===== src/hw/rtl/soks_pkg.sv =====
// ----------------------------------------------------------------------------
// soks_pkg: shared types and constants of the ordered keyword span block
// Widths, opcodes and the write/read bundles of the per-slot state store.
// ----------------------------------------------------------------------------
`default_nettype none

package soks_pkg;

    localparam int KEY_SLOTS = 16;
    localparam int WORD_BITS = 16;
    localparam int POS_BITS  = 20;
    localparam int SLOT_W    = $clog2(KEY_SLOTS);
    localparam int CNT_W     = 5;
    localparam int LEN_W     = POS_BITS + 1;

    localparam logic [LEN_W-1:0]    LEN_INF = {LEN_W{1'b1}};
    localparam logic [POS_BITS-1:0] POS_MAX = {POS_BITS{1'b1}};

    typedef enum logic [1:0] {
        OP_WORD  = 2'd0,
        OP_LOAD  = 2'd1,
        OP_CLEAR = 2'd2
    } op_t;

    // write side of the per-slot store
    typedef struct packed {
        logic                pos_we;
        logic                len_we;
        logic [SLOT_W-1:0]   addr;
        logic [POS_BITS-1:0] pos;
        logic [LEN_W-1:0]    len;
    } store_wr_t;

    // registered read side of the per-slot store
    typedef struct packed {
        logic                len_valid;
        logic [POS_BITS-1:0] last;
        logic [LEN_W-1:0]    len;
    } store_rd_t;

endpackage

`default_nettype wire


===== src/hw/rtl/soks_slot_store.sv =====
// ----------------------------------------------------------------------------
// soks_slot_store: per-slot last position and span length
// Two small memories with one write and one registered read port; a valid
// bit per slot marks span lengths written since the last clear.
// ----------------------------------------------------------------------------
`default_nettype none

module soks_slot_store (
    input  wire logic                            clk,
    input  wire logic                            rst_n,
    input  wire logic                            clear,
    input  wire logic [soks_pkg::SLOT_W-1:0]     rd_addr,
    input  wire soks_pkg::store_wr_t             wr,
    output soks_pkg::store_rd_t                  rd
);

    logic [soks_pkg::POS_BITS-1:0] pos_mem [soks_pkg::KEY_SLOTS];
    logic [soks_pkg::LEN_W-1:0]    len_mem [soks_pkg::KEY_SLOTS];
    logic [soks_pkg::KEY_SLOTS-1:0] valid_reg;
    logic [soks_pkg::KEY_SLOTS-1:0] valid_next;
    logic                           valid_q_reg;
    logic [soks_pkg::POS_BITS-1:0]  last_q_reg;
    logic [soks_pkg::LEN_W-1:0]     len_q_reg;

    always_comb
    begin
        valid_next = valid_reg;
        if (clear)
        begin
            valid_next = '0;
        end
        else if (wr.len_we)
        begin
            valid_next[wr.addr] = 1'b1;
        end
    end

    always_ff @(posedge clk or negedge rst_n)
    begin
        if (!rst_n)
        begin
            valid_reg   <= '0;
            valid_q_reg <= 1'b0;
        end
        else
        begin
            valid_reg   <= valid_next;
            valid_q_reg <= valid_reg[rd_addr];
        end
    end

    always_ff @(posedge clk)
    begin
        if (wr.pos_we)
        begin
            pos_mem[wr.addr] <= wr.pos;
        end
        if (wr.len_we)
        begin
            len_mem[wr.addr] <= wr.len;
        end
        last_q_reg <= pos_mem[rd_addr];
        len_q_reg  <= len_mem[rd_addr];
    end

    // field order: len_valid, last, len
    assign rd = {valid_q_reg, last_q_reg, len_q_reg};

endmodule

`default_nettype wire


===== src/hw/rtl/shortest_ordered_keyword_span_core.sv =====
// ----------------------------------------------------------------------------
// shortest_ordered_keyword_span_core: shortest ordered keyword span finder
// Tracks, over a paragraph of token ids, the shortest span holding the
// loaded keywords in slot order, and answers every beat with the best span.
// ----------------------------------------------------------------------------
// usage
//   input channel (in_valid/in_ready) carries one beat per item: opcode
//   selects a paragraph word, a keyword load into keyword_slot, or a clear
//   of all paragraph state. every input beat yields exactly one output
//   beat (out_valid/out_ready) with found, best_start, best_end and
//   position_overflow as they stand after that item.
//   cfg_we/cfg_wdata write keyword_count while the block is idle; 0 acts
//   as 1 and values above 16 act as 16.
// sequencing
//   a word that hits a keyword passes the scan of slots 0..n-1 through
//   one comparator, n being keyword_count clamped to 1..16, then fetch,
//   length update, best-span update and output load; a word that hits
//   nothing goes from the scan to the best-span update and output load;
//   all others go straight to the output load. in_ready is high only
//   when the sequencer is idle, again the cycle after the output loads.
// reset and stall
//   reset empties the paragraph state and sets keyword_count to 1; the
//   keyword table holds no defined value until loaded. a stalled receiver
//   holds the output register; the next input beat may be accepted and
//   worked on, and its result waits until the output register frees up.
// ----------------------------------------------------------------------------
`default_nettype none

module shortest_ordered_keyword_span_core (
    input  wire logic                              clk,
    input  wire logic                              rst_n,
    input  wire logic                              in_valid,
    output logic                                   in_ready,
    input  wire logic [1:0]                        opcode,
    input  wire logic [soks_pkg::WORD_BITS-1:0]    word_id,
    input  wire logic [soks_pkg::SLOT_W-1:0]       keyword_slot,
    output logic                                   out_valid,
    input  wire logic                              out_ready,
    output logic                                   found,
    output logic [soks_pkg::POS_BITS-1:0]          best_start,
    output logic [soks_pkg::POS_BITS-1:0]          best_end,
    output logic                                   position_overflow,
    input  wire logic                              cfg_we,
    input  wire logic [soks_pkg::CNT_W-1:0]        cfg_wdata
);

    typedef enum logic [5:0] {
        ST_IDLE  = 6'b000001,
        ST_SCAN  = 6'b000010,
        ST_FETCH = 6'b000100,
        ST_CALC  = 6'b001000,
        ST_BEST  = 6'b010000,
        ST_DONE  = 6'b100000
    } state_t;

    state_t state_reg, state_next;

    // configuration
    logic [soks_pkg::CNT_W-1:0] kc_reg;
    logic [soks_pkg::CNT_W-1:0] slots_n;
    logic [soks_pkg::CNT_W-1:0] last_slot;

    // keyword table, read one slot per cycle during the scan
    logic [soks_pkg::WORD_BITS-1:0] kw_mem [soks_pkg::KEY_SLOTS];
    logic [soks_pkg::WORD_BITS-1:0] kw_q_reg;
    logic                           kw_we;

    // item being worked on
    logic [soks_pkg::WORD_BITS-1:0] word_reg;

    // scan sequencer
    logic [soks_pkg::CNT_W-1:0]  scan_idx_reg;
    logic                        scan_issue;
    logic                        cmp_vld_reg;
    logic [soks_pkg::SLOT_W-1:0] cmp_slot_reg;
    logic                        hit_reg;
    logic [soks_pkg::SLOT_W-1:0] hit_slot_reg;

    // length update
    logic [soks_pkg::LEN_W-1:0]  new_len_reg;
    logic                        len_ok_reg;
    logic [soks_pkg::LEN_W:0]    span_sum;
    logic [soks_pkg::LEN_W:0]    span_cap;
    logic [soks_pkg::LEN_W-1:0]  calc_len;
    logic [soks_pkg::LEN_W-1:0]  first_full;

    // paragraph state
    logic [soks_pkg::LEN_W-1:0]    best_len_reg;
    logic [soks_pkg::POS_BITS-1:0] best_first_reg;
    logic [soks_pkg::POS_BITS-1:0] best_last_reg;
    logic                          have_span_reg;
    logic [soks_pkg::POS_BITS-1:0] pos_reg;
    logic                          sat_reg;

    // output register
    logic                          out_valid_reg;
    logic                          found_reg;
    logic [soks_pkg::POS_BITS-1:0] out_start_reg;
    logic [soks_pkg::POS_BITS-1:0] out_end_reg;
    logic                          out_ovf_reg;

    // per-slot store
    logic                          store_clear;
    logic [soks_pkg::SLOT_W-1:0]   store_rd_addr;
    soks_pkg::store_wr_t           store_wr;
    soks_pkg::store_rd_t           store_rd;

    logic in_beat;
    logic out_free;
    logic best_take;

    assign in_ready = (state_reg == ST_IDLE);
    assign in_beat  = in_valid && in_ready;
    assign out_free = !out_valid_reg || out_ready;

    // clamp keyword_count into 1..KEY_SLOTS
    always_comb
    begin
        slots_n = kc_reg;
        if (kc_reg == '0)
        begin
            slots_n = soks_pkg::CNT_W'(1);
        end
        else if (32'(kc_reg) > soks_pkg::KEY_SLOTS)
        begin
            slots_n = soks_pkg::CNT_W'(soks_pkg::KEY_SLOTS);
        end
    end

    assign last_slot  = slots_n - soks_pkg::CNT_W'(1);
    assign scan_issue = (scan_idx_reg < slots_n);

    // keyword loads happen straight at the input beat
    assign kw_we = in_beat && (opcode == soks_pkg::OP_LOAD)
                   && (32'(keyword_slot) < soks_pkg::KEY_SLOTS);

    always_ff @(posedge clk)
    begin
        if (kw_we)
        begin
            kw_mem[keyword_slot] <= word_id;
        end
        kw_q_reg <= kw_mem[scan_idx_reg[soks_pkg::SLOT_W-1:0]];
    end

    // span length ending at the hit slot: pos - last[s-1] + len[s-1],
    // capped at pos + 1
    assign span_sum = {2'b00, pos_reg} - {2'b00, store_rd.last} + {1'b0, store_rd.len};
    assign span_cap = {2'b00, pos_reg} + (soks_pkg::LEN_W + 1)'(1);

    always_comb
    begin
        if (span_sum > span_cap)
        begin
            calc_len = span_cap[soks_pkg::LEN_W-1:0];
        end
        else
        begin
            calc_len = span_sum[soks_pkg::LEN_W-1:0];
        end
    end

    assign first_full = {1'b0, pos_reg} + soks_pkg::LEN_W'(1) - new_len_reg;

    assign best_take = hit_reg && len_ok_reg
                       && ({1'b0, hit_slot_reg} == last_slot)
                       && (new_len_reg < best_len_reg);

    // store hookup: read the previous slot, write the hit slot in calc
    assign store_clear   = in_beat && (opcode == soks_pkg::OP_CLEAR);
    assign store_rd_addr = hit_slot_reg - soks_pkg::SLOT_W'(1);

    always_comb
    begin
        store_wr.pos_we = (state_reg == ST_CALC);
        store_wr.len_we = (state_reg == ST_CALC)
                          && ((hit_slot_reg == '0) || store_rd.len_valid);
        store_wr.addr   = hit_slot_reg;
        store_wr.pos    = pos_reg;
        store_wr.len    = (hit_slot_reg == '0) ? soks_pkg::LEN_W'(1) : calc_len;
    end

    soks_slot_store u_store (
        .clk     (clk),
        .rst_n   (rst_n),
        .clear   (store_clear),
        .rd_addr (store_rd_addr),
        .wr      (store_wr),
        .rd      (store_rd)
    );

    // sequencer
    always_comb
    begin
        state_next = state_reg;
        case (state_reg)
            ST_IDLE:
            begin
                if (in_beat)
                begin
                    if ((opcode == soks_pkg::OP_WORD) && !sat_reg)
                    begin
                        state_next = ST_SCAN;
                    end
                    else
                    begin
                        state_next = ST_DONE;
                    end
                end
            end
            ST_SCAN:
            begin
                if (!scan_issue && !cmp_vld_reg)
                begin
                    state_next = hit_reg ? ST_FETCH : ST_BEST;
                end
            end
            ST_FETCH: state_next = ST_CALC;
            ST_CALC:  state_next = ST_BEST;
            ST_BEST:  state_next = ST_DONE;
            ST_DONE:
            begin
                if (out_free)
                begin
                    state_next = ST_IDLE;
                end
            end
            default:  state_next = ST_IDLE;
        endcase
    end

    always_ff @(posedge clk or negedge rst_n)
    begin
        if (!rst_n)
        begin
            state_reg      <= ST_IDLE;
            kc_reg         <= soks_pkg::CNT_W'(1);
            scan_idx_reg   <= '0;
            cmp_vld_reg    <= 1'b0;
            hit_reg        <= 1'b0;
            len_ok_reg     <= 1'b0;
            best_len_reg   <= soks_pkg::LEN_INF;
            best_first_reg <= '0;
            best_last_reg  <= '0;
            have_span_reg  <= 1'b0;
            pos_reg        <= '0;
            sat_reg        <= 1'b0;
            out_valid_reg  <= 1'b0;
        end
        else
        begin
            state_reg <= state_next;

            if (cfg_we)
            begin
                kc_reg <= cfg_wdata;
            end

            // load on a free output register, drop once the beat is taken
            if ((state_reg == ST_DONE) && out_free)
            begin
                out_valid_reg <= 1'b1;
            end
            else if (out_ready)
            begin
                out_valid_reg <= 1'b0;
            end

            case (state_reg)
                ST_IDLE:
                begin
                    scan_idx_reg <= '0;
                    cmp_vld_reg  <= 1'b0;
                    hit_reg      <= 1'b0;
                    len_ok_reg   <= 1'b0;
                    if (store_clear)
                    begin
                        best_len_reg   <= soks_pkg::LEN_INF;
                        best_first_reg <= '0;
                        best_last_reg  <= '0;
                        have_span_reg  <= 1'b0;
                        pos_reg        <= '0;
                        sat_reg        <= 1'b0;
                    end
                end
                ST_SCAN:
                begin
                    // read slot scan_idx, compare the slot read last cycle
                    cmp_vld_reg <= scan_issue;
                    if (scan_issue)
                    begin
                        scan_idx_reg <= scan_idx_reg + soks_pkg::CNT_W'(1);
                    end
                    if (cmp_vld_reg && (kw_q_reg == word_reg))
                    begin
                        hit_reg <= 1'b1;
                    end
                end
                ST_CALC:
                begin
                    len_ok_reg <= store_wr.len_we;
                end
                ST_BEST:
                begin
                    if (best_take)
                    begin
                        best_len_reg   <= new_len_reg;
                        best_first_reg <= first_full[soks_pkg::POS_BITS-1:0];
                        best_last_reg  <= pos_reg;
                        have_span_reg  <= 1'b1;
                    end
                    if (pos_reg == soks_pkg::POS_MAX)
                    begin
                        sat_reg <= 1'b1;
                    end
                    else
                    begin
                        pos_reg <= pos_reg + soks_pkg::POS_BITS'(1);
                    end
                end
                default:
                begin
                end
            endcase
        end
    end

    // payload registers
    always_ff @(posedge clk)
    begin
        if (in_beat)
        begin
            word_reg <= word_id;
        end
        if (state_reg == ST_SCAN)
        begin
            cmp_slot_reg <= scan_idx_reg[soks_pkg::SLOT_W-1:0];
            if (cmp_vld_reg && (kw_q_reg == word_reg))
            begin
                // later slots override: highest matching slot wins
                hit_slot_reg <= cmp_slot_reg;
            end
        end
        if (state_reg == ST_CALC)
        begin
            new_len_reg <= store_wr.len;
        end
        if ((state_reg == ST_DONE) && out_free)
        begin
            found_reg     <= have_span_reg;
            out_start_reg <= best_first_reg;
            out_end_reg   <= best_last_reg;
            out_ovf_reg   <= sat_reg;
        end
    end

    assign out_valid         = out_valid_reg;
    assign found             = found_reg;
    assign best_start        = out_start_reg;
    assign best_end          = out_end_reg;
    assign position_overflow = out_ovf_reg;

    // saturation only leaves through a clear beat
    a_sat_holds: assert property (@(posedge clk) disable iff (!rst_n)
        sat_reg && !store_clear |=> sat_reg)
        else $error("position saturation dropped without a clear");

    // the best length never grows except through a clear
    a_best_shrinks: assert property (@(posedge clk) disable iff (!rst_n)
        !store_clear |=> best_len_reg <= $past(best_len_reg))
        else $error("best span length grew");

    // a found span never ends before it starts
    a_span_order: assert property (@(posedge clk) disable iff (!rst_n)
        have_span_reg |-> best_last_reg >= best_first_reg)
        else $error("best span end before start");

    // a hit is always within the slots in use
    a_hit_range: assert property (@(posedge clk) disable iff (!rst_n)
        hit_reg && (state_reg == ST_FETCH) |-> {1'b0, hit_slot_reg} <= last_slot)
        else $error("hit slot outside the keyword slots in use");

    // no new output beat while the previous one is still held
    a_out_hold: assert property (@(posedge clk) disable iff (!rst_n)
        out_valid_reg && !out_ready |=> out_valid_reg && $stable(out_end_reg))
        else $error("output beat overwritten while stalled");

endmodule

`default_nettype wire


===== config.mk =====
export PLATFORM = sky130hd
export DESIGN_NAME = shortest_ordered_keyword_span_core
export DESIGN_NICKNAME = d
export VERILOG_FILES = /design/src/hw/rtl/soks_pkg.sv /design/src/hw/rtl/soks_slot_store.sv /design/src/hw/rtl/shortest_ordered_keyword_span_core.sv
export SDC_FILE = /design/constraint.sdc
export NUM_CORES = 1
export LEC_CHECK = 0
export BUFFER_PORTS_ARGS = -buffer_cell sky130_fd_sc_hd__buf_2
export CORE_UTILIZATION = 50
export DETAILED_ROUTE_END_ITERATION = 8
export HOLD_SLACK_MARGIN = 0.03
export MAX_ROUTING_LAYER = met4
export PLACE_DENSITY = 0.64
export RECOVER_POWER = 100
export SKIP_LAST_GASP = 1
export SYNTH_ARGS = -nofsm -noshare
export SYNTH_HDL_FRONTEND = slang
export SYNTH_HIERARCHICAL = 1
export SYNTH_SLANG_ARGS = --single-unit

===== constraint.sdc =====
create_clock -name clk -period 6.91 [get_ports clk]
set_input_delay 0.691 -clock clk [delete_from_list [all_inputs] [get_ports clk]]
set_output_delay 0.691 -clock clk [all_outputs]
set_load 0.005 [all_outputs]

; ---- Word-level counts from Yosys, hierarchy flattened
; Memory sizes are Yosys's and may differ from the RTL's. A register that Yosys moved wholly into a read port is not among the register bits.
; Cells that the tools add are included.
; W data, S select, Z words.
[word_totals]
regBits = 207
ram_bits = 912
inputBits = 32
output_inout_bits = 44
word_cells = 141
memories = 3
[memory_table]
columns = name, words, word_bits, rd, rd_clocked_by_memory_dff, write_ports, line
row1 = u_store.len_mem, 16, 21, 1, 1, 1, soks_slot_store.sv:18  ; logic [soks_pkg::LEN_W-1:0] len_mem [soks_pkg::KEY_SLOTS];
row2 = u_store.pos_mem, 16, 20, 1, 1, 1, soks_slot_store.sv:17  ; logic [soks_pkg::POS_BITS-1:0] pos_mem [soks_pkg::KEY_SLOTS];
row3 = kw_mem, 16, 16, 1, 1, 1, shortest_ordered_keyword_span_core.sv:64  ; logic [soks_pkg::WORD_BITS-1:0] kw_mem [soks_pkg::KEY_SLOTS];
[op_classes]
addsub = 9
n_lt_le_gt_ge = 7
n_eq_ne = 20
n_mux = 45
bitwise_logic = 1
reduce_logical = 33
[op_table]
columns = op, n
row1 = $pmux W20 S2, 3
row2 = $mux W21, 4
row3 = $mux W20, 4
row4 = $pmux W21 S2, 1
row5 = $add A20 B1 Y20 const B, 2
row6 = $pmux W6 S6, 1
row7 = $mux W16, 2
row8 = $mux W6, 4
row9 = $add A22 B21 Y22, 1
row10 = $gt A22 B21 Y1, 1
row11 = $add A20 B1 Y21 const B, 1
row12 = $lt A21 B21 Y1, 1
row13 = $sub A20 B20 Y21, 1
row14 = $eq A20 B20 Y1 const B, 1
row15 = $mux W5, 4
row16 = $sub A20 B20 Y20, 1
row17 = $eq A16 B16 Y1, 1
row18 = $or A16 B16 Y16, 1
row19 = $mux W1, 14
row20 = $ne A2 B2 Y1 const B, 7
row21 = $logic_and A1 B1 Y1, 12
row22 = $reduce_and A3 Y1, 4
row23 = $lt A4 B5 Y1 const B, 2
row24 = $pmux W1 S2, 5
row25 = other kinds (26), 37

; ---- Longest topological paths before layout
; Gate-level depths: netlist of run 1.
[logic_depth]
ltp_word = 9
depth_mapped = 26

; ---- Cells and area by module
; Netlist of run 1, hierarchy kept.
[modules_own_cells]
columns = mod, instances, cells_each, area_each_um2
row1 = soks_slot_store, 1, 1162, 26306.5
row2 = shortest_ordered_keyword_span_core, 1, 1633, 22176.3

; ---- Worst setup path before layout of run 1
; OpenSTA, ideal clock, no wires.
[synth_path]
path_kind = register to register
start = register pos_reg[0] (netlist bit)
end = register new_len_reg[13] (netlist bit), data pin
setup_ns = 0.348
arrival_time_ns = 5.839
required_ns = 6.562
slack_ns = 0.723
path_stages_with_launch = 23
synth_period_minus_slack_ns = 6.187
path_cell_list = dfrtp_1 inv_1 ha_1 fa_1 nor2b_1 o31a_1 o21ai_0 xnor2_1 ha_1 clkbuf_1 and4_1 o2111a_1 nor2_1 a2111o_1 a211oi_1 o21ai_0 o31a_1 ha_1 a2111oi_0 o211ai_1 o21ai_1 o21ai_0 a211oi_1
[synth_rtl]
columns = element, line
row1 = start: declaration, shortest_ordered_keyword_span_core.sv:92  ; logic [soks_pkg::POS_BITS-1:0] pos_reg;
row2 = start signal: assignment, shortest_ordered_keyword_span_core.sv:318  ; pos_reg <= pos_reg + soks_pkg::POS_BITS'(1);
row3 = end signal: assignment, shortest_ordered_keyword_span_core.sv:346  ; new_len_reg <= store_wr.len;
row4 = end: declaration, shortest_ordered_keyword_span_core.sv:80  ; logic [soks_pkg::LEN_W-1:0] new_len_reg;

; ---- Final worst setup path of run 1
[layout_path]
start = register hit_slot_reg[0] (netlist bit)
end = register u_store/last_q_reg[9] (netlist bit) (read register of u_store.pos_mem)
[layout_via]
elab_chain_cells = 1
[layout_rtl]
columns = element, line
row1 = start: declaration, shortest_ordered_keyword_span_core.sv:77  ; logic [soks_pkg::SLOT_W-1:0] hit_slot_reg;
row2 = start signal: assignment, shortest_ordered_keyword_span_core.sv:341  ; hit_slot_reg <= cmp_slot_reg;
row3 = $sub A4 B1 Y4, shortest_ordered_keyword_span_core.sv:171  ; assign store_rd_addr = hit_slot_reg - soks_pkg::SLOT_W'(1);
row4 = "net store_rd_addr, one bit", shortest_ordered_keyword_span_core.sv:104  ; logic [soks_pkg::SLOT_W-1:0] store_rd_addr;
row5 = end: declaration, soks_slot_store.sv:22  ; logic [soks_pkg::POS_BITS-1:0] last_q_reg;
; The timed path passes the listed nets, and every way through them passes these cells.
; A chain may end at the register's enable or synchronous reset.

==> summary.txt, run 1 <==
Place
  – Pre-CTS setup slack: -0.0894 ns
  – Placed inst area: 0.0510 mm2
  – GPL Wtd Cong: ~0.91
  – Post-DP HPWL: around 75000 um
  – Inst Count DP: about 4100
  – Port buffer count: 75

Clocking
  – Cts bufs inserted: roughly 120
  – H-tree levels: 3
  – Clk slew on worst S/H paths: about 0.070 ns
  – Clk_lat worst skew: 0.71 ns
  – CTS root buf: clkbuf_16
  – CTS tree: built
  – Num Clock Sinks: 1176
  – CTS Buffer Depth: 3

Worst hold path
  – Worst Hold Class: in -> reg
  – Hold Crit Start: out_ready

Floorplan
  – Core Footprint: between 0.09 and 0.1 mm2
  – Die height: roughly 310 um
  – Die width: around 310 um
  – Die ar.: 0.0982 mm2
  – Site row count: ~110
  – I/O Pins: 76
  – Initial Util: between 50% and 60%

Layout
  – Largest registers: u_store/len_mem (336), u_store/pos_mem (320), kw_mem (256)
  – Post-Route Utilization: a little under three fifths
  – Largest Register: u_store/len_mem
  – Final net count: about 3100
  – Area growth, synth to finish: 12.0%
  – Layout cells sized above 1: 18.9%
  – Largest register FFs: roughly 340
  – Leading cell type in the layout, fill and taps excluded: edfxtp_1
  – Design Area, Final: between 0.05 and 0.06 mm2
  – Post-Layout Cell Count: about 4300
  – Commonest non-fill, non-tap cells in the layout: 999 x edfxtp_1, 248 x mux4_2, 134 x o21ai_0
  – # fillers: about 7300

Global route
  – Total track usage: approximately 25%
  – Grt total ovfl: 0
  – Initial antenna violation count: 1
  – Largest net degree at the start of global routing: 79
  – First-pass GRT wire length: 177000 um
  – Vias in the first global route: 26800

Route
  – Number of remaining DRC errors: 0
  – DR WL/cell: 27.4 um
  – Post-route ant nets: 0
  – DR vias/cell: ~6.1
  – Drt first-iter violations: ~2500
  – First-pass DRT Iterations: 6
  – Vias: around 26000
  – Routed WL: ~120000 um

Power
  – Sequential fraction of design power: between 40% and 50%
  – VDD IR max: ~0.23 mV
  – Clock Power Share: between 30% and 40%
  – Internal power: between 10 and 15 mW
  – Sw Share: between 20% and 30%
  – Leakage Power: between 15 and 20 nW
  – Pwr per Cell Area: 365 mW/mm2
  – Power Total: between 15 and 20 mW
  – Switch Pwr: ~5.7 mW
  – Logic pwr share: 22.4%

Setup path
  – Reg2Reg Launch Point: hit_slot_reg[0]$_DFFE_PP_
  – Cells along the critical path: clkbuf_1 -> inv_8 -> ha_1 -> xor2_1 -> and2_0 -> a22oi_1 -> nand2_1
  – Worst Path Arrival: 7.19 ns
  – Required @ worst endpoint: 7.48 ns
  – Buf+Inv Stages, Crit Path: 2
  – Slowest CP cell: and2_0
  – CP Launch Type: flop
  – Critical path's top delay family: simple AND/OR/NAND/NOR gates
  – Critical Path End: u_store/last_q_reg[9]$_DFF_P_
  – WP depth: 7
  – CP Launch Point: hit_slot_reg[0]$_DFFE_PP_
  – Worst R2R Path Depth: 7
  – Crit path largest cell delay: ~3.4 ns
  – Class of the most critical setup path: reg -> reg
  – R2r endpoint: u_store/last_q_reg[9]$_DFF_P_
  – R2R setup slack: approximately 0.29 ns
  – Kind of end point of the critical path: flop
  – Critical path peak fanout: 42

Synthesis
  – Largest area contributor in the netlist: edfxtp_1
  – Flops & latches, synth: between 1000 and 1500
  – Synth async-reset ratio: between 10 and 15%
  – Top area cells in the synthesized netlist: edfxtp_1 62%, mux4_2 12%, dfrtp_1 5.0%
  – Register area share after synthesis: 70.5%
  – Ys Warns: 6
  – Ys flop type: edfxtp_1
  – Syn avg cell area: 17.3 um2
  – Post-synth net total: roughly 3000
  – Number of library cell types mapped by synthesis: 74
  – Synthesized area: 0.0485 mm2
  – EDFF count, synth: 999
  – Mapped Cells: between 2000 and 3000
  – Synth top area share: 61.9%

STA
  – TNS Setup: 0 ns
  – Highest clock rate: between 0.15 and 0.2 GHz
  – Tmin final: approximately 6.6 ns
  – Setup-failing EPs final: 0
  – Hold Slack: 0.208 ns
  – Period utilization: about 96%
  – Slew @ Worst Pin: 4.56 ns
  – Fin worst setup slack: 0.289 ns
  – Rel. slew slack: -204%
  – Max-slew violation count: 854
  – Final Hold Violating Endpoints: 0
  – Worst Skew: 0.0436 ns

Outcome
  – Failing checks: capacitance limit, slew limit
  – Status: complete, but fails checks

Job
  – Max capacitance violation total: 31
## timing repair
item                                    in CTS  in global routing
endpoints found under the setup margin      17                357
pin swaps                                    0                  2
hold endpoints to repair                    47                  0
hold buffers                                 1                  0
buffers inserted                             0                  2
gates resized for setup                      1                 12
## Yosys cell counts, types with 4 or more instances
cell type and n:
a211oi_1 9, a21boi_0 5, a21o_1 21, a21oi_1 78, a221oi_1 4, a22oi_1 84
a31oi_1 9, and2_1 5, and3_1 8, buf_1 8, buf_2 24, buf_4 4
buf_6 14, clkbuf_1 76, dfrtp_1 97, dfstp_2 23, dfxtp_1 57, edfxtp_1 999
ha_1 130, inv_1 116, mux2_2 5, mux2i_1 14, mux4_2 248, nand2_1 108
nand2b_1 23, nand3_1 84, nand3b_1 13, nand4_1 14, nor2_1 120, nor2b_1 16
nor3_1 23, nor3b_1 5, nor4_1 11, o2111ai_1 7, o211ai_1 9, o21a_1 15
o21ai_0 88, o21ai_1 50, o21bai_1 10, o31ai_1 9, or3_1 5, xnor2_1 55
xor2_1 33
## power by group through the flow
stage	logic [mW]	registers, mW	clock network, mW
after floorplan	2.68	9.38	0
after global placement	4.23	9.31	0
after detailed placement	4.37	9.33	0
after CTS	4.39	9.18	6.29
after global routing	4.90	9.22	6.56
final	4.44	9.19	6.17
## metal layers
layer	vias up	share of wire, %	track usage, %
li1	11400	-	-
met5	-	0	-
met2	936	51	42.2
met4	0	3.4	8.27
met3	203	5.7	3.40
met1	13800	40	32.4
## worst min path at each step
stage,to,slack [ns],depth (start not counted)
floorplan,best_first_reg[0]$_DFFE_PN0P_,0.40,0
global placement,hit_slot_reg[2]$_DFFE_PP_,0.40,0
detailed placement,hit_slot_reg[1]$_DFFE_PP_,0.42,0
CTS,kc_reg[4]$_DFFE_PN0P_,0.17,3
global route,kc_reg[2]$_DFFE_PN0P_,0.21,2
finish,out_valid$_DFFE_PN0P_,0.21,2
## area by class of cell
type	count	area, um2	share of cell area [%]
antenna	1	2.50	0.00461
tap	1265	1580	2.91
timing repair buffer	191	940	1.73
clock buffer	137	3020	5.56
multi-input combinational	1377	13400	24.7
sequential	1176	34200	62.9
inverter	116	448	0.825
clock inverter	78	731	1.35
## cells by family after synthesis
kind of cell,share of synthesized area (%)
multiplexers,11.9
buffers and inverters,2.18
AO/OA/AOI/OAI,5.75
adder cells (fa/ha/maj),3.48
AND/OR/NAND/NOR,4.59
XOR/XNOR,1.59
flip-flops,70.5
(Power assumes the default switching activity.)
==> run 2, diff against run 1 <==
- CAP_MARGIN: unset -> 20
- SLEW_MARGIN: unset -> 5
- clock period: 6.91 -> 8 ns (I/O delays scaled with it)
==> summary.txt, run 2 (same netlist as run 1, synthesis figures left out) <==
Layout
  – Largest register FFs: 336 (unchanged)
  – Post-Layout Cell Count: 4337 (was 4341)
  – Commonest non-fill, non-tap cells in the layout: 999 x edfxtp_1, 248 x mux4_2, 165 x clkbuf_1 (was 999 x edfxtp_1, 248 x mux4_2, 134 x o21ai_0)
  – Area growth, synth to finish: 12.0% (about the same)
  – Leading cell type in the layout, fill and taps excluded: edfxtp_1 (unchanged)
  – Layout cells sized above 1: 17.6% (was 18.9%)
  – Largest registers: u_store/len_mem (336), u_store/pos_mem (320), kw_mem (256) (unchanged)
  – Largest Register: u_store/len_mem (unchanged)
  – Final net count: 3138 (was 3142)

Setup path
  – CP Launch Point: pos_reg[14]$_DFFE_PN0P_ (was hit_slot_reg[0]$_DFFE_PP_)
  – Critical Path End: u_store/len_mem[6][18]$_DFFE_PP_ (was u_store/last_q_reg[9]$_DFF_P_)
  – Worst R2R Path Depth: 19 (was 7)
  – Reg2Reg Launch Point: pos_reg[14]$_DFFE_PN0P_ (was hit_slot_reg[0]$_DFFE_PP_)
  – Critical path peak fanout: 21 (was 42)
  – CP Launch Type: flop (unchanged)
  – Worst Path Arrival: 7.64 ns (was 7.19 ns)
  – R2r endpoint: u_store/len_mem[6][18]$_DFFE_PP_ (was u_store/last_q_reg[9]$_DFF_P_)
  – Class of the most critical setup path: reg -> reg (unchanged)
  – Required @ worst endpoint: 8.40 ns (was 7.48 ns)
  – R2R setup slack: 0.75 ns (was 0.29 ns)
  – Kind of end point of the critical path: flop (unchanged)

Global route
  – Initial antenna violation count: 3 (was 1)
  – First-pass GRT wire length: 176000 um (was 177000 um)
  – Largest net degree at the start of global routing: 90 (was 79)
  – Grt total ovfl: 0 (unchanged)
  – Total track usage: 25.4% (about the same)
  – Vias in the first global route: 26800 (about the same)

Place
  – GPL Wtd Cong: 0.950 (was 0.907)
  – Port buffer count: 75 (unchanged)
  – Inst Count DP: 4114 (was 4122)
  – Post-DP HPWL: 73900 um (was 74600 um)

Floorplan
  – Die ar.: 0.0982 mm2 (unchanged)
  – Die width: 313 um (unchanged)
  – Site row count: 113 (unchanged)
  – Initial Util: 50.7% (unchanged)
  – I/O Pins: 76 (unchanged)
  – Die height: 313 um (unchanged)
  – Core Footprint: 0.0956 mm2 (unchanged)

Clocking
  – H-tree levels: 3 (unchanged)
  – CTS tree: built (unchanged)
  – Cts bufs inserted: 114 (was 115)
  – Number of setup buffers added after CTS: 0 (unchanged)
  – Post-CTS resize count: 0 (was 1)
  – CTS root buf: clkbuf_16 (unchanged)
  – Clk slew on worst S/H paths: 0.07 ns (about the same)
  – Num Clock Sinks: 1176 (unchanged)
  – Clk_lat worst skew: 0.73 ns (was 0.71 ns)
  – CTS Buffer Depth: 3 (unchanged)

Outcome
  – Failing checks: capacitance limit, slew limit (unchanged)
  – Status: complete, but fails checks (unchanged)

Power
  – Leakage Power: 18.8 nW (about the same)
  – Switch Pwr: 4.89 mW (was 5.72 mW)
  – Logic pwr share: 21.1% (was 22.4%)
  – Sw Share: 28.5% (was 28.9%)
  – Pwr per Cell Area: 316 mW/mm2 (was 365 mW/mm2)
  – Sequential fraction of design power: 46.6% (was 46.4%)
  – Clock Power Share: 32.3% (was 31.2%)
  – Internal power: 12.2 mW (was 14.1 mW)
  – VDD IR max: 0.253 mV (was 0.225 mV)

Route
  – Drt first-iter violations: 2442 (was 2501)
  – Vias: 26300 (about the same)
  – Number of remaining DRC errors: 0 (unchanged)
  – First-pass DRT Iterations: 5 (was 6)
  – Post-route ant nets: 0 (unchanged)
  – DR WL/cell: 27.5 um (was 27.4 um)
  – DR vias/cell: 6.07 (about the same)
  – Routed WL: 119000 um (about the same)

STA
  – Setup-failing EPs final: 0 (unchanged)
  – Rel. slew slack: -191% (was -204%)
  – Period utilization: 90.6% (was 95.8%)
  – Max-slew violation count: 1174 (was 854)
  – Highest clock rate: 0.138 GHz (was 0.151 GHz)
  – Slew @ Worst Pin: 4.37 ns (was 4.56 ns)
  – Worst Skew: 0.0382 ns (was 0.0436 ns)
  – TNS Setup: 0 ns (unchanged)
  – Tmin final: 7.25 ns (was 6.62 ns)
  – Final Hold Violating Endpoints: 0 (unchanged)
  – Hold Slack: 0.299 ns (was 0.208 ns)
  – RSZ-0062 raised after global routing: no

Worst hold path
  – Worst Hold Class: in -> reg (unchanged)

Job
  – Max capacitance violation total: 46 (was 31)
==> run 2: repair_timing <==
action                     CTS  global route
hold buffers                 1             0
setup endpoints to repair    0             0
hold endpoints to repair     2             0
==> run 2: worst min path at each step <==
| stage | from | depth (start not counted) | slack, ns | end |
|---|---|---|---|---|
| 2_1_floorplan | cmp_slot_reg[0]$_DFFE_PP_ | 0 | 0.40 | hit_slot_reg[0]$_DFFE_PP_ |
| 3_3_place_gp | cmp_slot_reg[2]$_DFFE_PP_ | 0 | 0.40 | hit_slot_reg[2]$_DFFE_PP_ |
| 3_5_place_dp | cmp_slot_reg[2]$_DFFE_PP_ | 0 | 0.41 | hit_slot_reg[2]$_DFFE_PP_ |
| 4_1_cts | cfg_wdata[4] | 3 | 0.26 | kc_reg[4]$_DFFE_PN0P_ |
| 5_1_grt | cfg_wdata[1] | 2 | 0.31 | kc_reg[1]$_DFFE_PN0P_ |
| 6_report | cfg_wdata[4] | 3 | 0.30 | kc_reg[4]$_DFFE_PN0P_ |
==> run 2: area by class of cell <==
cell class | count | area [um2]
Antenna cell | 1 | 2.50
Clock inverter | 59 | 788
Sequential cell | 1176 | 34200
Multi-Input combinational cell | 1377 | 13300
Inverter | 116 | 443
Timing Repair Buffer | 188 | 850
Fill cell | 7403 | 41300
Clock buffer | 155 | 3110
Tap cell | 1265 | 1580
==> run 2: power groups by stage <==
stage | Clock [mW] | Combinational [mW] | Sequential (mW)
floorplan | 0 | 2.32 | 8.10
global placement | 0 | 3.59 | 8.08
detailed placement | 0 | 3.71 | 8.10
CTS | 5.62 | 3.73 | 7.97
global route | 5.84 | 4.00 | 8.02
finish | 5.53 | 3.62 | 7.99
==> run 2: through the flow <==
| stage | power, mW | util [%] | area [um2] | worst slack, ns |
|---|---|---|---|---|
| floorplan | 10.4 | - | 48500 | 1.81 |
| global placement | 11.7 | 53.2 | 50800 | 1.36 |
| detailed placement | 11.8 | 53.2 | 50800 | 1.00 |
| CTS | 17.3 | 57.2 | 54700 | 0.964 |
| global route | 17.9 | 56.8 | 54300 | 0.164 |
| finish | 17.1 | 56.8 | 54300 | 0.754 |
==> run 2: critical path, stage by stage, from the launching register on <==
cell       delay [ns]
dfrtp_1          0.93
ha_1             0.41
o21ai_0          0.32
o21ai_0          0.24
o41ai_1          0.56
a21boi_0         0.28
ha_1             0.37
nor2b_1          0.18
o21ai_0          0.17
nand2b_1         0.07
a22o_1           0.23
a211oi_1         0.31
ha_1             0.32
a2111oi_0        0.62
o211ai_1         0.23
o21a_1           0.25
nor3_1           0.25
clkbuf_1         0.42
mux2i_1          0.23
clkbuf_1         0.53
==> run 2: routing by layer <==
layer | GRT usage [%] | vias to the layer above | share of wire [%]
met5 | - | - | 0
met4 | 10.6 | 0 | 4.5
met3 | 2.99 | 245 | 5.4
met2 | 41.4 | 935 | 50
met1 | 32.6 | 13700 | 40
li1 | - | 11500 | -
==> run 3, diff against run 2 <==
--- a/config.mk
+++ b/config.mk
@@ -15,2 +15,3 @@
 export RECOVER_POWER = 100
+export SKIP_CTS_REPAIR_TIMING = 1
 export SKIP_LAST_GASP = 1
--- a/constraint.sdc
+++ b/constraint.sdc
@@ -3,2 +3,2 @@
 set_output_delay 0.8 -clock clk [all_outputs]
-set_load 0.005 [all_outputs]
+set_load 0.1 [all_outputs]
==> summary.txt, run 3 (same netlist as run 1, synthesis figures left out) <==
STA
  – Tmin final: 7.26 ns (was 7.25 ns)
  – Setup-failing EPs final: 0 (unchanged)
  – Slew @ Worst Pin: 4.37 ns (about the same)
  – Period utilization: 90.8% (was 90.6%)
  – Worst Skew: 0.0388 ns (was 0.0382 ns)
  – TNS Setup: 0 ns (unchanged)
  – RSZ-0062 raised after global routing: no (unchanged)
  – Rel. slew slack: -191% (about the same)
  – Max-slew violation count: 1174 (unchanged)
  – Fin worst setup slack: 0.739 ns (was 0.754 ns)
  – Final Hold Violating Endpoints: 0 (unchanged)
  – Hold Slack: 0.299 ns (about the same)
  – Highest clock rate: 0.138 GHz (about the same)

Place
  – Pre-CTS setup slack: 1.00 ns (unchanged)
  – Port buffer count: 75 (unchanged)
  – Post-DP HPWL: 73900 um (unchanged)
  – GPL Wtd Cong: 0.950 (unchanged)

Layout
  – Area of the multi-input gates: 0.0133 mm2 (unchanged)
  – Largest Register: u_store/len_mem (unchanged)
  – Register Area: 0.0342 mm2 (unchanged)
  – Area growth, synth to finish: 11.9% (was 12.0%)
  – Leading cell type in the layout, fill and taps excluded: edfxtp_1 (unchanged)
  – Layout cells sized above 1: 17.0% (was 17.6%)
  – # fillers: 7415 (was 7403)
  – Largest registers: u_store/len_mem (336), u_store/pos_mem (320), kw_mem (256) (unchanged)
  – Commonest non-fill, non-tap cells in the layout: 999 x edfxtp_1, 248 x mux4_2, 184 x clkbuf_1 (was 999 x edfxtp_1, 248 x mux4_2, 165 x clkbuf_1)
  – Final net count: 3137 (was 3138)
  – Largest register FFs: 336 (unchanged)

Clocking
  – Cts bufs inserted: 114 (unchanged)
  – CTS Buffer Depth: 3 (unchanged)
  – Clk slew on worst S/H paths: 0.06 ns (was 0.07 ns)
  – H-tree levels: 3 (unchanged)
  – CTS root buf: clkbuf_16 (unchanged)
  – CTS tree: built (unchanged)
  – Num Clock Sinks: 1176 (unchanged)
  – Clk_lat worst skew: 0.73 ns (about the same)

Global route
  – GRT Max-Usage Layer: met2 (unchanged)
  – GR met3 Demand/Resource: 2.99% (unchanged)
  – Initial antenna violation count: 3 (unchanged)
  – First-pass GRT wire length: 176000 um (about the same)
  – Total track usage: 25.4% (about the same)
  – Grt total ovfl: 0 (unchanged)
  – Largest net degree at the start of global routing: 90 (unchanged)
  – GR Util met2: 41.4% (about the same)
  – Vias in the first global route: 26800 (about the same)
  – Met1 Track Usage GR: 32.6% (about the same)

Setup path
  – Critical path peak fanout: 17 (was 21)
  – Class of the most critical setup path: reg -> reg (unchanged)
  – Worst Path Arrival: 7.66 ns (was 7.64 ns)
  – R2R setup slack: 0.74 ns (was 0.75 ns)
  – CP Launch Type: flop (unchanged)
  – Kind of end point of the critical path: flop (unchanged)
  – Worst R2R Path Depth: 22 (was 19)
  – Required @ worst endpoint: 8.40 ns (about the same)

Floorplan
  – Die width: 313 um (unchanged)
  – Site row count: 113 (unchanged)
  – Die height: 313 um (unchanged)
  – Die ar.: 0.0982 mm2 (unchanged)
  – Initial Util: 50.7% (unchanged)
  – Core Footprint: 0.0956 mm2 (unchanged)
  – I/O Pins: 76 (unchanged)

Route
  – Drt first-iter violations: 2407 (was 2442)
  – Vias: 26300 (about the same)
  – DR WL/cell: 27.5 um (about the same)
  – First-pass DRT Iterations: 5 (unchanged)
  – DR vias/cell: 6.05 (was 6.07)
  – Number of remaining DRC errors: 0 (unchanged)
  – Post-route ant nets: 0 (unchanged)
  – Routed WL: 119000 um (about the same)

Worst hold path
  – WHS Path Cells: 3 (unchanged)
  – Worst Hold Class: in -> reg (unchanged)

Job
  – Max capacitance violation total: 45 (was 46)

Outcome
  – Failing checks: capacitance limit, slew limit (unchanged)
  – Status: complete, but fails checks (unchanged)

Power
  – Leakage Power: 18.7 nW (was 18.8 nW)
  – Pwr per Cell Area: 322 mW/mm2 (was 316 mW/mm2)
  – VDD IR max: 0.254 mV (was 0.253 mV)
## run 3: changes by cell type in the layout (fill, tap and decap cells not counted), sizes merged
| cell | delta |
|---|---|
| buf | -19 |
| clkbuf | +19 |
| dlygate4sd3 | -1 |
## run 3: per-layer routing
metal	part of all wire [%]	wire [um]
met3	5.1	6090
met2	50	59700
met4	4.5	5380
met1	40	48200
met5	0	0
## run 3: worst paths after layout
| check | from | endpoint |
|---|---|---|
| worst max-delay path | pos_reg[1]$_DFFE_PN0P_ | u_store/len_mem[6][18]$_DFFE_PP_ |
| worst max register to register | pos_reg[1]$_DFFE_PN0P_ | u_store/len_mem[6][18]$_DFFE_PP_ |
| min in group asynchronous | rst_n | scan_idx_reg[0]$_DFFE_PN0P_ |
| worst min-delay path | cfg_wdata[4] | kc_reg[4]$_DFFE_PN0P_ |
| max in group asynchronous | rst_n | pos_reg[1]$_DFFE_PN0P_ |
| worst min register to register | cmp_slot_reg[2]$_DFFE_PP_ | hit_slot_reg[2]$_DFFE_PP_ |
## run 3: worst max-delay path: stages (launching register included)
cell	delay (ns)
dfrtp_1	0.39
ha_1	0.29
nor2b_1	0.12
o21ai_0	0.22
a21boi_0	0.25
o2111ai_1	0.37
a21oi_1	0.21
o41ai_1	0.65
a21boi_0	0.28
ha_1	0.37
nor2b_1	0.18
o21ai_0	0.17
nand2b_1	0.08
a22o_1	0.23
a211oi_1	0.31
ha_1	0.32
a2111oi_0	0.59
o211ai_1	0.22
o21a_1	0.25
nor3_1	0.25
clkbuf_1	0.42
mux2i_1	0.23
clkbuf_1	0.54
## run 3: stage by stage
stage          instances  instance area (um2)  power, mW  util, %
6_report            4336                54300       17.5     56.8
5_1_grt             4336                54300       18.2     56.8
4_1_cts             4328                54700       17.7     57.2
3_5_place_dp        4114                50800       12.1     53.2
3_3_place_gp        4114                50800       12.0     53.2
2_1_floorplan       2795                48500       10.7        -
## run 3: final cells by class
class / count / area share [%]
sequential: 1176 / 63.0
antenna: 1 / 0.00461
timing repair buffer: 187 / 1.50
multi-input combinational: 1377 / 24.6
clock inverter: 59 / 1.45
clock buffer: 155 / 5.73
inverter: 116 / 0.816
tap: 1265 / 2.92
## run 3: power breakdown
| part | switching (mW) | leakage [nW] | internal, mW | total [mW] |
|---|---|---|---|---|
| sequential | 0.204 | 11.2 | 7.79 | 7.99 |
| clock | 2.29 | 1.88 | 3.25 | 5.53 |
| combinational | 2.74 | 5.64 | 1.21 | 3.95 |
